<file path="src/hdl/attu_pkg.sv">
`timescale 1ns / 1ps
// ----------------------------------------------------------------------------
// attu_pkg
// Sizes, codes and word types shared by the transition table unit.
// ----------------------------------------------------------------------------
package attu_pkg;

  localparam int STATE_SLOTS    = 32;
  localparam int ALPHABET_MAX   = 16;
  localparam int TRANS_PER_PAIR = 4;
  localparam int MAX_RETURN     = 16;

  localparam int PAIR_TOTAL  = STATE_SLOTS * ALPHABET_MAX;
  localparam int TRANS_TOTAL = PAIR_TOTAL * TRANS_PER_PAIR;

  localparam int SID_W   = $clog2(STATE_SLOTS);
  localparam int CNT_W   = $clog2(STATE_SLOTS + 1);
  localparam int PAIR_W  = $clog2(PAIR_TOTAL);
  localparam int TADDR_W = $clog2(TRANS_TOTAL);
  localparam int TID_W   = $clog2(TRANS_TOTAL + 1);
  localparam int MRC_W   = $clog2(MAX_RETURN + 1);
  localparam int AU_W    = $clog2(ALPHABET_MAX + 1);

  // end-of-chain marker
  localparam logic [TID_W-1:0] TID_END = TID_W'(TRANS_TOTAL);

  localparam logic [2:0] CMD_CLEAR      = 3'd0;
  localparam logic [2:0] CMD_ADD_STATE  = 3'd1;
  localparam logic [2:0] CMD_SET_INIT   = 3'd2;
  localparam logic [2:0] CMD_ADD_TRANS  = 3'd3;
  localparam logic [2:0] CMD_SUCC       = 3'd4;
  localparam logic [2:0] CMD_ACCEPT     = 3'd5;

  typedef enum logic [2:0] {
    OP_CLEAR,
    OP_ADD_STATE,
    OP_SET_INIT,
    OP_ADD_TRANS,
    OP_SUCC,
    OP_ACCEPT,
    OP_BAD
  } op_t;

  typedef enum logic [1:0] {
    B_IDLE,
    B_HEAD,
    B_VERIFY,
    B_WALK
  } bstate_t;

  // decoded command word, front to back
  typedef struct packed {
    op_t               op;
    logic              init;
    logic              acc;
    logic [4:0]        sid;
    logic [4:0]        src;
    logic [4:0]        dst;
    logic [MRC_W-1:0]  maxc;
    logic              sym_ok;
    logic [PAIR_W-1:0] pair;
  } work_t;

  // one result word
  typedef struct packed {
    logic       status;
    logic [4:0] state;
    logic       acc;
    logic       last;
  } res_t;

  // transition entry: owning pair, older link, destination
  typedef struct packed {
    logic [PAIR_W-1:0] pair;
    logic [TID_W-1:0]  link;
    logic [4:0]        dest;
  } tent_t;

  localparam res_t RES_FAIL = '{status: 1'b1, state: 5'd0, acc: 1'b0, last: 1'b1};
  localparam res_t RES_OK   = '{status: 1'b0, state: 5'd0, acc: 1'b0, last: 1'b1};

endpackage

</file>
<file path="src/hdl/attu_front.sv">
`timescale 1ns / 1ps
// ----------------------------------------------------------------------------
// attu_front
// Holds the alphabet register, decodes commands and queues them for the back.
// ----------------------------------------------------------------------------
module attu_front (
  input  logic               clk,
  input  logic               rst,
  input  logic               push,
  output logic               full,
  input  logic [2:0]         command,
  input  logic               mark_initial,
  input  logic               mark_accepting,
  input  logic [4:0]         query_id,
  input  logic [4:0]         source_state,
  input  logic [3:0]         symbol,
  input  logic [4:0]         dest_state,
  input  logic [4:0]         max_count,
  input  logic               cfg_valid,
  output logic               cfg_ready,
  input  logic [4:0]         cfg_data,
  output attu_pkg::work_t    work_item,
  output logic               work_valid,
  input  logic               work_pop
);
  import attu_pkg::*;

  logic [AU_W-1:0] alphabet_used;
  work_t           dec;
  work_t           q_mem [2];
  logic            wptr;
  logic            rptr;
  logic [1:0]      cnt;
  logic            wr_en;

  assign cfg_ready = 1'b1;

  always_ff @(posedge clk) begin
    if (rst) begin
      alphabet_used <= AU_W'(ALPHABET_MAX);
    end else if (cfg_valid) begin
      alphabet_used <= (int'(cfg_data) > ALPHABET_MAX) ? AU_W'(ALPHABET_MAX)
                                                       : AU_W'(cfg_data);
    end
  end

  always_comb begin
    dec.init   = mark_initial;
    dec.acc    = mark_accepting;
    dec.sid    = query_id;
    dec.src    = source_state;
    dec.dst    = dest_state;
    dec.maxc   = (int'(max_count) > MAX_RETURN) ? MRC_W'(MAX_RETURN) : MRC_W'(max_count);
    dec.sym_ok = (int'(symbol) < int'(alphabet_used)) && (int'(symbol) < ALPHABET_MAX);
    dec.pair   = PAIR_W'(int'(source_state) * ALPHABET_MAX + int'(symbol));
    case (command)
      CMD_CLEAR:     dec.op = OP_CLEAR;
      CMD_ADD_STATE: dec.op = OP_ADD_STATE;
      CMD_SET_INIT:  dec.op = OP_SET_INIT;
      CMD_ADD_TRANS: dec.op = OP_ADD_TRANS;
      CMD_SUCC:      dec.op = OP_SUCC;
      CMD_ACCEPT:    dec.op = OP_ACCEPT;
      default:       dec.op = OP_BAD;
    endcase
  end

  // two-entry command queue
  assign full       = (cnt == 2'd2);
  assign wr_en      = push && !full;
  assign work_valid = (cnt != 2'd0);
  assign work_item  = q_mem[rptr];

  always_ff @(posedge clk) begin
    if (wr_en) begin
      q_mem[wptr] <= dec;
    end
  end

  always_ff @(posedge clk) begin
    if (rst) begin
      wptr <= 1'b0;
      rptr <= 1'b0;
      cnt  <= 2'd0;
    end else begin
      if (wr_en) wptr <= !wptr;
      if (work_pop) rptr <= !rptr;
      cnt <= cnt + 2'(wr_en) - 2'(work_pop);
    end
  end

endmodule

</file>
<file path="config.mk">
export PLATFORM = sky130hd
export DESIGN_NAME = attu_front
export DESIGN_NICKNAME = d
export VERILOG_FILES = /design/src/hdl/attu_pkg.sv /design/src/hdl/attu_front.sv
export SDC_FILE = /design/constraint.sdc
export NUM_CORES = 1
export LEC_CHECK = 0
export ABC_AREA = 1
export ABC_CLOCK_PERIOD_IN_PS = 3200
export BUFFER_PORTS_ARGS = -buffer_cell sky130_fd_sc_hd__buf_2
export CAP_MARGIN = 30
export CORE_MARGIN = 5
export CORE_UTILIZATION = 52
export DETAILED_ROUTE_END_ITERATION = 8
export PLACE_DENSITY = 0.87
export SETUP_SLACK_MARGIN = 0.05
export SLEW_MARGIN = 20
export SYNTH_ARGS = -nofsm -noshare
export SYNTH_HDL_FRONTEND = slang
export SYNTH_SLANG_ARGS = --single-unit
</file>
<file path="constraint.sdc">
create_clock -name clk -period 3.2 [get_ports clk]
set_input_delay 0.48 -clock clk [delete_from_list [all_inputs] [get_ports clk]]
set_output_delay 0.48 -clock clk [all_outputs]
set_load 0.02 [all_outputs]
</file>
==> flow_metrics.tcl <==
set metrics [dict create \
    stdcell_count 342 \
    avgSynthCellArea_um2 15.5 \
    place.gp.congestion 0.734 \
    slew-limit-headroom_pct 60.4 \
    setup.worst_path.end "work_item[24]" \
    cp_slowest_cell "dfxtp_2" \
    crit_family "flip-flops" \
    reg2reg_setup_slack_ns 1.69 \
    io_buffers 75 \
    drt-initial-drc-count 87 \
    min_period_ns 2.29 \
    worst-path-max-fanout 18 \
    rsz0062_at_grt "false" \
    cellPowerDensity_mw_per_mm2 598 \
    firstDrtPassIters 4 \
    fin_ws_ns 0.906 \
    dp_hpwl_um 3620 \
    setup_viol 0 \
    ys_ff_latch 70 \
    ys_warn_count 0 \
    crit_type "reg -> out" \
    max-vdd-ir-drop_mv 0.271 \
    antenna_cells 0 \
    reg2reg_from "cnt[0]" \
    yosysSeqAreaShare_pct 68.9 \
    area_growth_pct 19.5 \
    hold_viol_final 0 \
    grt_pass1_wl_um 7980 \
    fin_total_pwr_uw 2080 \
    worstSetupStartpointType "flip-flop" \
    clock_path_buffers 2 \
    post-route-period-util_pct 71.7 \
    final_antenna_net_count 0 \
    ioPinCount 77 \
    cp_cell_sequence "buf_4, mux2_4, buf_2" \
    drv_slew 0 \
    vias 1639 \
    wire_per_inst_um 14.4 \
    initial_core_util_pct 53.1 \
    drc 0 \
    fill_cells 430 \
    die_y_um 84.7 \
    arrival_ns 1.81 \
    cts_resized 0 \
    cts_hold_buffers 0 \
    placement_rows 27 \
    gr-total-overflow 0 \
    htreeDepth 3 \
    pre_cts_ws_ns 1.24 \
    antenna_found_initial 0 \
    syn_inst 187 \
    fin_nets 309 \
    viasPerCell 4.79 \
    status "complete, no violations" \
    max_cap_viol_count 0 \
    cts_setup_buffers 0 \
    grt_start_max_net_pins 31 \
    hold_class "in -> reg" \
    worst_setup_path_end_kind "primary output" \
    max_freq_mhz 436 \
    fin_skew_ns 0.00677 \
    leakage_uw 0.00150 \
    dieArea_mm2 0.00718 \
    grt_pass1_vias 1672 \
    max_stage_delay_ns 0.71 \
    syn_nets 231 \
    layout-drive-gt1-share_pct 46.3 \
    cts.clk_slew.worst_paths_ns 0.07 \
    r2r_end "cnt[1]" \
    cts_sinks 70 \
    fin_area_mm2 0.00347 \
    place_inst 326 \
    grt_use_total_pct 14.4 \
    cts_tree "yes" \
    cts_buffers 9 \
    worst_r2r_path_depth 10 \
    fp.dieW_um 84.7 \
    cp.buffers_inverters 2 \
    synthesis.area_mm2 0.00291 \
    placed_cell_area_mm2 0.00331 \
    path_depth 3 \
    worst-slew-pin-transition_ns 0.594 \
    clock_latency_ns 0.32 \
    required_ns 2.72 \
    clockRootBuffer "clkbuf_8" \
    totalWireLength_um 4920 \
    ys_types 18 \
    tns_ns 0 \
    core_mm2 0.00547 \
]
==> sequential cells by signal, summed over array words and instances, names as in the netlist, named ones only <==
register and count:
q_mem 60, alphabet_used 5, cnt 2, rptr 1, wptr 1
==> synth_stat cells, drive strengths merged <==
cell type  number  area (um^2)
a21boi          2         15.0
conb            1         3.75
xnor2           1         8.76
inv            20         75.1
dfxtp          10          200
nand3           3         15.0
clkbuf          3         11.3
nand2          11         41.3
o21ai           5         25.0
nor2           17         63.8
ha              5         62.6
a21oi           8         40.0
or2             1         6.26
edfxtp         60         1800
nand4           1         6.26
mux2           30          450
buf             9         78.8
==> layout make-up <==
class,count,area [um^2],share of cell area [%]
multi-input cells,85,741,21.3
inverters,20,75.1,2.16
clock inverters,5,26.3,0.757
repair buffers,79,405,11.7
clock buffers,11,131,3.78
well taps,72,90.1,2.59
flip-flops and latches,70,2000,57.7
==> how the worst min path moves through the flow <==
stage / start / to / slack, ns / cells past startpoint
finish: source_state[1] / q_mem[1][21] / 0.35 / 1
global route: source_state[1] / q_mem[1][21] / 0.32 / 1
CTS: source_state[1] / q_mem[1][21] / 0.33 / 1
detailed placement: alphabet_used[0] / alphabet_used[0] / 0.51 / 2
global placement: alphabet_used[3] / alphabet_used[3] / 0.50 / 2
floorplan: wptr / wptr / 0.47 / 2
==> layer usage <==
layer | vias up | routed length (um) | global-route usage (%)
met5 | - | 0 | 0
met4 | 0 | 37 | 6.47
met3 | 5 | 417 | 4.71
met2 | 59 | 2520 | 24.6
met1 | 769 | 1940 | 16.5
li1 | 806 | - | -
==> through the flow <==
step,hold slack (ns),util [%]
floorplan,0.475,-
global placement,0.497,60.6
detailed placement,0.507,60.6
CTS,0.329,63.4
global route,0.321,63.4
finish,0.345,63.4
==> cells by family after synthesis <==
logic type	Yosys count	synth area share, %
adders and majority gates	5	2.15
xor gates and xnor gates	1	0.302
buffers and inverters	32	5.68
other	1	0.129
AOI/OAI and AO/OA	15	2.76
DFF	70	68.9
and+or+nand+nor	33	4.57
muxes	30	15.5
==> worst register-to-register path, cell delays in order, from the launching register on <==
cell and delay [ns]:
dfxtp_1 0.35, inv_1 0.05, nand2_1 0.11, nand2_1 0.11
ha_1 0.28, inv_1 0.04, ha_1 0.18, inv_1 0.05
nand2_1 0.06, a21oi_1 0.12, nor2_1 0.06
==> layout by cell type, fill, tap and decap left out <==
cell	Yosys	final
mux2_4	30	30
buf_4	6	4
clkinvlp_4	0	1
o21ai_0	5	5
nand3_1	3	3
clkbuf_8	0	9
a21oi_1	8	8
or2_2	1	1
nor2_1	17	16
clkinv_1	0	1
a21boi_0	2	2
dfxtp_2	0	1
clkbuf_1	3	2
dfxtp_1	10	9
inv_1	20	20
buf_2	0	75
ha_1	5	5
xnor2_1	1	1
conb_1	1	1
nand4_1	1	1
clkinv_2	0	3
nor2_2	0	1
nand2_1	11	11
edfxtp_1	60	60
==> power breakdown <==
group | internal, uW | total, uW | switching (uW)
clock | 275 | 565 | 290
sequential | 1080 | 1120 | 37.2
combinational | 171 | 390 | 219
(Power assumes the default switching activity.)
